`config.mk`:
```
export PLATFORM = sky130hd
export DESIGN_NAME = mjd_to_calendar_date_unit
export DESIGN_NICKNAME = d
export VERILOG_FILES = /design/src/rtl/core/mjdcal_pkg.sv /design/src/rtl/core/mjd_to_calendar_date_unit.sv /design/src/rtl/core/mjdcal_month_walk.sv
export SDC_FILE = /design/constraint.sdc
export NUM_CORES = 1
export LEC_CHECK = 0
export ABC_AREA = 1
export BUFFER_PORTS_ARGS = -buffer_cell sky130_fd_sc_hd__buf_2
export CORE_UTILIZATION = 25
export DETAILED_ROUTE_END_ITERATION = 8
export GPL_TIMING_DRIVEN = 0
export REMOVE_ABC_BUFFERS = 1
export SETUP_SLACK_MARGIN = 0.15
export SLEW_MARGIN = 15
export SYNTH_ARGS = -nofsm -noshare
export SYNTH_HDL_FRONTEND = slang
export SYNTH_SLANG_ARGS = --single-unit
```
`constraint.sdc`:
```
create_clock -name clk_i -period 7.1 [get_ports clk_i]
set_clock_uncertainty 0.1 [all_clocks]
set_input_delay 0.355 -clock clk_i [delete_from_list [all_inputs] [get_ports clk_i]]
set_output_delay 0.355 -clock clk_i [all_outputs]
set_load 0.05 [all_outputs]
```
`src/rtl/core/mjdcal_pkg.sv`:
```
// Types, constants and the month-length table for the MJD to calendar date unit.
`timescale 1ns / 1ps

package mjdcal_pkg;

  // Output field widths
  localparam int unsigned YEAR_W  = 13;
  localparam int unsigned DOY_W   = 9;
  localparam int unsigned MONTH_W = 4;
  localparam int unsigned DOM_W   = 5;

  // Day-count offsets: year estimate uses MJD_OFFSET, day of year uses JAN_OFFSET
  localparam int unsigned MJD_OFFSET    = 678940;
  localparam int unsigned JAN_OFFSET    = 678941;
  localparam int unsigned DAYS_PER_YEAR = 365;

  // Reciprocals for exact division by 365 and by 100 (rounded up)
  localparam int unsigned RECIP_W         = 27;
  localparam logic [RECIP_W-1:0] RECIP365 = 27'd94136270;
  localparam int unsigned RECIP365_SHIFT  = 35;
  localparam logic [RECIP_W-1:0] RECIP100 = 27'd42949673;
  localparam int unsigned RECIP100_SHIFT  = 32;

  localparam logic [MONTH_W-1:0] MONTH_JAN = 4'd1;
  localparam logic [MONTH_W-1:0] MONTH_DEC = 4'd12;

  typedef enum logic [3:0] {
    ST_IDLE,
    ST_DIV,
    ST_YEAR,
    ST_MUL365,
    ST_MUL100,
    ST_DOY,
    ST_CHECK,
    ST_LEAP,
    ST_WALK
  } state_e;

  typedef enum logic [1:0] {
    MUL_DIV,
    MUL_Y365,
    MUL_P100,
    MUL_Y100
  } mul_sel_e;

  typedef struct packed {
    logic     load;
    logic     mul_en;
    mul_sel_e mul_sel;
    logic     set_year;
    logic     set_base;
    logic     set_doy;
    logic     step_year;
    logic     walk_start;
  } ctl_t;

  typedef struct packed {
    logic             start;
    logic             leap;
    logic [DOY_W-1:0] doy;
  } walk_req_t;

  typedef struct packed {
    logic               done;
    logic [MONTH_W-1:0] month;
    logic [DOM_W-1:0]   dom;
  } walk_rsp_t;

  // Days in a month, February stretched in leap years
  function automatic logic [DOM_W-1:0] month_len(input logic [MONTH_W-1:0] mon,
                                                 input logic leap);
    logic [DOM_W-1:0] len;
    unique case (mon)
      4'd2:                      len = leap ? 5'd29 : 5'd28;
      4'd4, 4'd6, 4'd9, 4'd11:   len = 5'd30;
      default:                   len = 5'd31;
    endcase
    return len;
  endfunction

endpackage

```
`src/rtl/core/mjd_to_calendar_date_unit.sv`:
```
// Top level: converts a Modified Julian Day number to a Gregorian calendar date.
`timescale 1ns / 1ps

// A request is taken at a rising edge with start high and busy low; busy then
// stays high until the result has been shown. The result (year, day of year,
// month, day of month) appears for exactly one cycle with valid_o high, and
// busy drops in the cycle after it; the receiver cannot stall, so capture the
// result on that strobe. Only the low MJD_BITS bits of the day number count.
// The year is found in 2 to 5 passes, as the first estimate
// (mjd + 678940) / 365 runs high by one to four years; each pass costs one
// round of three uses of the shared multiplier plus a compare. The month
// number (1 to 12) is then found by the month walker, which steps one month per
// cycle. All divisions by 365 and by 100 go through one shared multiplier
// with fixed reciprocals, one product per cycle.

module mjd_to_calendar_date_unit #(
  parameter int unsigned MJD_BITS = 20
) (
  input  logic                             clk_i,
  input  logic                             rst_ni,
  input  logic                             start,
  input  logic [MJD_BITS-1:0]              mjd_i,
  output logic                             busy,
  output logic                             valid_o,
  output logic [mjdcal_pkg::YEAR_W-1:0]    year_o,
  output logic [mjdcal_pkg::DOY_W-1:0]     day_of_year_o,
  output logic [mjdcal_pkg::MONTH_W-1:0]   month_o,
  output logic [mjdcal_pkg::DOM_W-1:0]     day_of_month_o
);

  // Sum mjd + offset, year and signed day-count widths
  localparam int unsigned SUM_W  = ((MJD_BITS > 20) ? MJD_BITS : 20) + 1;
  localparam int unsigned Y_W    = SUM_W - 8;
  localparam int unsigned PROD_W = SUM_W + mjdcal_pkg::RECIP_W;
  localparam int unsigned DW     = SUM_W + 2;

  mjdcal_pkg::state_e    state_q, state_d;
  mjdcal_pkg::ctl_t      ctl;
  mjdcal_pkg::walk_req_t walk_req;
  mjdcal_pkg::walk_rsp_t walk_rsp;

  logic [MJD_BITS-1:0]                m_q;
  logic [SUM_W-1:0]                   n_q;
  logic [Y_W-1:0]                     y_q;
  logic [Y_W-1:0]                     p;
  logic [Y_W-1:0]                     c;
  logic [Y_W-1:0]                     c1_q;
  logic [PROD_W-1:0]                  prod_q;
  logic [SUM_W-1:0]                   mul_a;
  logic [mjdcal_pkg::RECIP_W-1:0]     mul_b;
  logic [DW-1:0]                      base_q;
  logic [DW-1:0]                      doy_q;
  logic                               retry;
  logic                               leap;

  assign busy = (state_q != mjdcal_pkg::ST_IDLE);

  // Previous year for the leap-day count; y never drops below one
  assign p = y_q - Y_W'(1);

  // Quotient by 100 of whatever the multiplier last worked on
  assign c = prod_q[mjdcal_pkg::RECIP100_SHIFT +: Y_W];

  // Step the year down while the day of year is not yet positive
  assign retry = (doy_q[DW-1] || (doy_q == '0)) && (y_q > Y_W'(1));

  // Leap when y divisible by 4, unless a century year not divisible by 400.
  // y is a century year exactly when y/100 differs from (y-1)/100.
  assign leap = (y_q[1:0] == 2'b00) && ((c == c1_q) || (c[1:0] == 2'b00));

  // ---------------- sequencer: next state ----------------
  always_comb begin
    state_d = state_q;
    unique case (state_q)
      mjdcal_pkg::ST_IDLE:   if (start) state_d = mjdcal_pkg::ST_DIV;
      mjdcal_pkg::ST_DIV:    state_d = mjdcal_pkg::ST_YEAR;
      mjdcal_pkg::ST_YEAR:   state_d = mjdcal_pkg::ST_MUL365;
      mjdcal_pkg::ST_MUL365: state_d = mjdcal_pkg::ST_MUL100;
      mjdcal_pkg::ST_MUL100: state_d = mjdcal_pkg::ST_DOY;
      mjdcal_pkg::ST_DOY:    state_d = mjdcal_pkg::ST_CHECK;
      mjdcal_pkg::ST_CHECK:  state_d = retry ? mjdcal_pkg::ST_MUL365 : mjdcal_pkg::ST_LEAP;
      mjdcal_pkg::ST_LEAP:   state_d = mjdcal_pkg::ST_WALK;
      mjdcal_pkg::ST_WALK:   if (walk_rsp.done) state_d = mjdcal_pkg::ST_IDLE;
      default:               state_d = mjdcal_pkg::ST_IDLE;
    endcase
  end

  // ---------------- sequencer: control outputs ----------------
  always_comb begin
    ctl = '0;
    ctl.mul_sel = mjdcal_pkg::MUL_DIV;
    unique case (state_q)
      mjdcal_pkg::ST_IDLE: begin
        ctl.load = start;
      end
      mjdcal_pkg::ST_DIV: begin
        // year estimate: (mjd + offset) / 365
        ctl.mul_en  = 1'b1;
        ctl.mul_sel = mjdcal_pkg::MUL_DIV;
      end
      mjdcal_pkg::ST_YEAR: begin
        ctl.set_year = 1'b1;
      end
      mjdcal_pkg::ST_MUL365: begin
        ctl.mul_en  = 1'b1;
        ctl.mul_sel = mjdcal_pkg::MUL_Y365;
      end
      mjdcal_pkg::ST_MUL100: begin
        ctl.mul_en   = 1'b1;
        ctl.mul_sel  = mjdcal_pkg::MUL_P100;
        ctl.set_base = 1'b1;
      end
      mjdcal_pkg::ST_DOY: begin
        ctl.set_doy = 1'b1;
      end
      mjdcal_pkg::ST_CHECK: begin
        // y / 100 for the leap test; wasted if another pass follows
        ctl.mul_en    = 1'b1;
        ctl.mul_sel   = mjdcal_pkg::MUL_Y100;
        ctl.step_year = retry;
      end
      mjdcal_pkg::ST_LEAP: begin
        ctl.walk_start = 1'b1;
      end
      mjdcal_pkg::ST_WALK: begin
        ctl.mul_en = 1'b0;
      end
      default: begin
        ctl.mul_en = 1'b0;
      end
    endcase
  end

  always_ff @(posedge clk_i or negedge rst_ni) begin
    if (!rst_ni) begin
      state_q <= mjdcal_pkg::ST_IDLE;
    end else begin
      state_q <= state_d;
    end
  end

  // ---------------- shared multiplier ----------------
  always_comb begin
    unique case (ctl.mul_sel)
      mjdcal_pkg::MUL_DIV: begin
        mul_a = n_q;
        mul_b = mjdcal_pkg::RECIP365;
      end
      mjdcal_pkg::MUL_Y365: begin
        mul_a = SUM_W'(y_q);
        mul_b = mjdcal_pkg::RECIP_W'(mjdcal_pkg::DAYS_PER_YEAR);
      end
      mjdcal_pkg::MUL_P100: begin
        mul_a = SUM_W'(p);
        mul_b = mjdcal_pkg::RECIP100;
      end
      mjdcal_pkg::MUL_Y100: begin
        mul_a = SUM_W'(y_q);
        mul_b = mjdcal_pkg::RECIP100;
      end
      default: begin
        mul_a = n_q;
        mul_b = mjdcal_pkg::RECIP365;
      end
    endcase
  end

  always_ff @(posedge clk_i) begin
    if (ctl.mul_en) begin
      prod_q <= {{mjdcal_pkg::RECIP_W{1'b0}}, mul_a} * {{SUM_W{1'b0}}, mul_b};
    end
  end

  // ---------------- datapath registers ----------------
  always_ff @(posedge clk_i) begin
    if (ctl.load) begin
      m_q <= mjd_i;
      n_q <= {{(SUM_W - MJD_BITS){1'b0}}, mjd_i} + SUM_W'(mjdcal_pkg::MJD_OFFSET);
    end
    if (ctl.set_year) begin
      y_q <= prod_q[mjdcal_pkg::RECIP365_SHIFT +: Y_W];
    end else if (ctl.step_year) begin
      y_q <= y_q - Y_W'(1);
    end
    // mjd + 678941 - 365*y; prod holds 365*y here
    if (ctl.set_base) begin
      base_q <= DW'(m_q) + DW'(mjdcal_pkg::JAN_OFFSET) - prod_q[DW-1:0];
    end
    // subtract the leap days before year y: p/4 - p/100 + p/400
    if (ctl.set_doy) begin
      doy_q <= base_q - DW'(p >> 2) + DW'(c) - DW'(c >> 2);
      c1_q  <= c;
    end
  end

  // ---------------- month split ----------------
  assign walk_req.start = ctl.walk_start;
  assign walk_req.leap  = leap;
  assign walk_req.doy   = doy_q[mjdcal_pkg::DOY_W-1:0];

  mjdcal_month_walk u_walk (
    .clk_i  (clk_i),
    .rst_ni (rst_ni),
    .req_i  (walk_req),
    .rsp_o  (walk_rsp)
  );

  // Year and day of year hold until the next request is taken
  assign valid_o        = walk_rsp.done;
  assign year_o         = y_q[mjdcal_pkg::YEAR_W-1:0];
  assign day_of_year_o  = doy_q[mjdcal_pkg::DOY_W-1:0];
  assign month_o        = walk_rsp.month;
  assign day_of_month_o = walk_rsp.dom;

endmodule

```
`src/rtl/core/mjdcal_month_walk.sv`:
```
// Month splitter: walks the month lengths one month per cycle.
`timescale 1ns / 1ps

module mjdcal_month_walk (
  input  logic                  clk_i,
  input  logic                  rst_ni,
  input  mjdcal_pkg::walk_req_t req_i,
  output mjdcal_pkg::walk_rsp_t rsp_o
);

  logic                                 active_q, active_d;
  logic                                 done_q, done_d;
  logic                                 leap_q;
  logic [mjdcal_pkg::MONTH_W-1:0]       mon_q;
  logic [mjdcal_pkg::DOY_W-1:0]         rest_q;
  logic [mjdcal_pkg::DOM_W-1:0]         dom_q;
  logic [mjdcal_pkg::DOM_W-1:0]         len;
  logic                                 fits;

  assign len  = mjdcal_pkg::month_len(mon_q, leap_q);
  // December always takes what is left
  assign fits = (rest_q <= {{(mjdcal_pkg::DOY_W - mjdcal_pkg::DOM_W){1'b0}}, len}) ||
                (mon_q == mjdcal_pkg::MONTH_DEC);

  always_comb begin
    active_d = active_q;
    done_d   = 1'b0;
    if (req_i.start) begin
      active_d = 1'b1;
    end else if (active_q && fits) begin
      active_d = 1'b0;
      done_d   = 1'b1;
    end
  end

  always_ff @(posedge clk_i or negedge rst_ni) begin
    if (!rst_ni) begin
      active_q <= 1'b0;
      done_q   <= 1'b0;
    end else begin
      active_q <= active_d;
      done_q   <= done_d;
    end
  end

  always_ff @(posedge clk_i) begin
    if (req_i.start) begin
      mon_q  <= mjdcal_pkg::MONTH_JAN;
      rest_q <= req_i.doy;
      leap_q <= req_i.leap;
    end else if (active_q) begin
      if (fits) begin
        dom_q <= rest_q[mjdcal_pkg::DOM_W-1:0];
      end else begin
        rest_q <= rest_q - {{(mjdcal_pkg::DOY_W - mjdcal_pkg::DOM_W){1'b0}}, len};
        mon_q  <= mon_q + 4'd1;
      end
    end
  end

  assign rsp_o.done  = done_q;
  assign rsp_o.month = mon_q;
  assign rsp_o.dom   = dom_q;

endmodule

```
==> tab_implementation.tex <==
\begin{tabular}{lr}
\hline
Metric & Value \\
\hline
\multicolumn{2}{l}{\textbf{Run status}} \\
Run status & complete, but fails checks \\
Failing checks & negative setup slack \\
\multicolumn{2}{l}{\textbf{Clock tree}} \\
Number of buffers created by CTS & 17 \\
Clock slew seen by the registers of the worst setup and hold paths & about 80 ps \\
Clock tree from TritonCTS & built \\
\# clock sinks & 175 \\
Worst-Skew Late Latency & 470 ps \\
Max clock buf depth & 2 \\
Htree depth & 4 \\
Clk root buf & clkbuf\_16 \\
\multicolumn{2}{l}{\textbf{Logic synthesis}} \\
Yosys cell types & 55 \\
Cells after Synth & roughly 3100 \\
Post-synthesis register bit count & 175 \\
Fraction of the mapped netlist area in simple logic gates & 15.7\% \\
Post-Synthesis Cell Area & 0.0270 sq mm \\
Synth Area in Compound Gates & 4.86\% \\
Proportion of synthesized flip-flops having asynchronous set or reset & 3.43\% \\
Mux contribution to synthesized area & 0.0417\% \\
XOR/XNOR Fraction of Synth Area & 3.10\% \\
Main combinational cell family by area after synthesis & adder cells \\
Syn\_area\_per\_cell & 8.65 sq um \\
Post-synthesis adder-cell area fraction & 43.8\% \\
Sequential share of the synthesized area & a little under a fifth \\
Most instantiated flip-flop cell in the synthesis netlist & edfxtp\_1 \\
Yosys warning count & 0 \\
EDFF count, synth & between 150 and 200 \\
\multicolumn{2}{l}{\textbf{Timing}} \\
Slew at the pin closest to its max-slew limit & around 1100 ps \\
Total count of hold-check failures in the final report & 0 \\
Setup repair after global routing missed its margin & true \\
Highest clock rate & between 100 and 150 MHz \\
Tmin final & 7220 ps \\
Relative max-transition margin & 28.6\% \\
Number of max-slew violations in the final report & 0 \\
Final Setup Violations & 14 \\
Worst setup margin & -118 ps \\
Worst hold-check slack & 33.7 ps \\
Post-route fraction of the period consumed by the critical path & 102\% \\
Total Negative Setup Slacks & -595 ps \\
\multicolumn{2}{l}{\textbf{Route}} \\
Wire length per cell & 16.9 um \\
Average via count per standard cell & around 4.4 \\
DRT Pass-1 Iters & 5 \\
DRC marker count from the first detailed-route iteration & 1380 \\
Final routed DRC violation total & 0 \\
Routed wire length & 81.8 mm \\
Count of vias placed by the detailed router & around 21000 \\
Antenna viol nets, final & 0 \\
\multicolumn{2}{l}{\textbf{Worst hold path}} \\
Class of the worst hold path & in2reg \\
\multicolumn{2}{l}{\textbf{Global route}} \\
Initial antenna violation count & 1 \\
GRT Resource Usage Total & 15.2\% \\
Met2 usage & about 25\% \\
Maximum number of pins on one net before global-route repair & 30 \\
GR Overflow Total & 0 \\
Global-route wire length before repair & approximately 130 mm \\
Via count of the first global-routing pass & $\sim$22000 \\
GR Util met1 & 20.5\% \\
Most Crowded Layer GR & met2 \\
Met3 track utilization from global routing & between 2 and 2.5\% \\
\multicolumn{2}{l}{\textbf{Placed design}} \\
Number of cells after detailed placement & between 4000 and 5000 \\
Detailed Place HPWL & around 67 mm \\
Final GP Congestion & 0.983 \\
Number of buffer cells added on primary ports & 55 \\
\multicolumn{2}{l}{\textbf{Worst setup path}} \\
Required time reported for the critical path endpoint & approximately 7300 ps \\
CP Capture Type & register \\
Critical path data arrival time & between 7000 and 8000 ps \\
Largest incremental delay on the critical path & between 500 and 600 ps \\
Worst-path cell with the longest stage delay & fa\_2 \\
Largest fanout on the critical path & 5 \\
Crit path launch type & register \\
WS Path Type & reg2reg \\
Cell with the most instances on the worst path & fa\_1 \\
\multicolumn{2}{l}{\textbf{Floorplan}} \\
Placeable core area & 0.107 sq mm \\
Horizontal die dimension & 331 um \\
Number of standard-cell rows in the floorplan & 120 \\
Height of the chip & 331 um \\
Effective utilization at floorplan & between 20\% and 30\% \\
Area enclosed by the die boundary & $\sim$0.11 sq mm \\
Top-level port count & 56 \\
\multicolumn{2}{l}{\textbf{Cells and area}} \\
Signed area change from the synthesized netlist to the final layout & 23.9\% \\
Most frequent cells in the layout & inv\_1 (820), nand2\_1 (440), fa\_1 (373) \\
Fraction of final layout cells sized beyond drive strength 1 & 21.3\% \\
Final standard cell count with taps included and fillers excluded & 4833 \\
Utilization after layout & 31.2\% \\
Final nets & 4147 \\
Most common cell after layout, fill and taps aside & inv\_1 \\
Diode insertion count for antenna repair & 0 \\
\multicolumn{2}{l}{\textbf{Job}} \\
Reported max-cap violation count & 0 \\
\hline
\end{tabular}
-- metal layers --
metal / wire [um] / up-vias / share of wire, %
met2: 37300 / 665 / 46
li1: - / 9969 / -
met1: 36400 / 10300 / 44
met3: 4710 / 170 / 5.7
met4: 3420 / 2 / 4.2
met5: 8 / - / 0.0098
-- Yosys cell counts (6+ instances only) --
library cell    n  area share, %
xor2_1         59            1.9
inv_1         887             12
or2_2           6           0.14
a21boi_0        6           0.17
nand3_1        95            1.8
nor2_1        217            3.0
edfxtp_1      165             18
nor2_2         16           0.37
a21oi_1        98            1.8
clkbuf_1       14           0.19
nand2_2         8           0.19
dfrtp_1         6           0.56
nor3_1         21           0.39
xnor2_1        33            1.1
nand3_2        10           0.37
o21bai_1       13           0.36
o21ai_0        74            1.4
nand2_4         7           0.29
ha_1          309             14
buf_4          14           0.39
o21ai_2         7           0.23
nor4_1          8           0.19
a21o_1          8           0.22
nand2_1       551            7.7
fa_1          398             29
nand4_1        25           0.58
inv_2          12           0.17
-- layout make-up --
type                       instances  area (sq um)
clock inverter                    15           154
multi-input combinational       2074         20500
inverter                         901          3440
sequential                       175          5190
timing repair buffer             245          2010
fill                           11100         73700
tap                             1403          1760
timing repair inverter             3          25.0
clock buffer                      17           425
-- sequential cells by signal, indices dropped and copies added (netlist names) --
register         count
base_q              23
c1_q                13
doy_q               23
m_q                 20
n_q                 19
prod_q              39
state_q              4
u_walk.active_q      1
u_walk.dom_q         5
u_walk.done_q        1
u_walk.leap_q        1
u_walk.mon_q         4
u_walk.rest_q        9
year_o              13
-- logic make-up after synthesis --
| group | count (synthesis) |
|---|---|
| mux | 1 |
| fa+ha+maj | 707 |
| simple gates | 984 |
| flops | 175 |
| xor+xnor | 94 |
| other cells | 2 |
| buf+inv | 934 |
| compound gates | 227 |
-- what timing repair did --
item                       in CTS  in global routing
setup buffers                 140                 40
pin swaps                     110                103
gates resized for setup       366                189
hold endpoints to repair       12                  0
cloned                          5                  1
hold buffers                    7                  0
setup endpoints to repair      30                 27
-- critical path, delay by kind of cell (launching register included) --
kind | cells | cell delay [ps]
flops | 1 | 490
fa+ha+maj | 8 | 3950
compound gates | 1 | 130
xor+xnor | 2 | 460
buf+inv | 8 | 800
simple gates | 10 | 1060
-- path summary, 6_finish.rpt --
kind,startpoint,end,slack [ps],depth (start not counted)
min in group asynchronous,rst_ni,state_q[0],140,2
max in group asynchronous,rst_ni,state_q[1],6600,2
max reg2reg,year_o[3],prod_q[22],-120,29
max,year_o[3],prod_q[22],-120,29
min reg2reg,u_walk.rest_q[0],u_walk.dom_q[0],390,0
min,mjd_i[6],m_q[6],30,1
-- through the flow --
step                cell area [sq um]  setup slack [ps]
global route                    33500              -298
CTS                             32400             -33.8
floorplan                       27000             -80.8
detailed placement              29200             -1780
global placement                29100             -1760
finish                          33500              -118
Power is not shown: default switching activity piles up to over one toggle a cycle in this logic, so the estimate is an artifact.
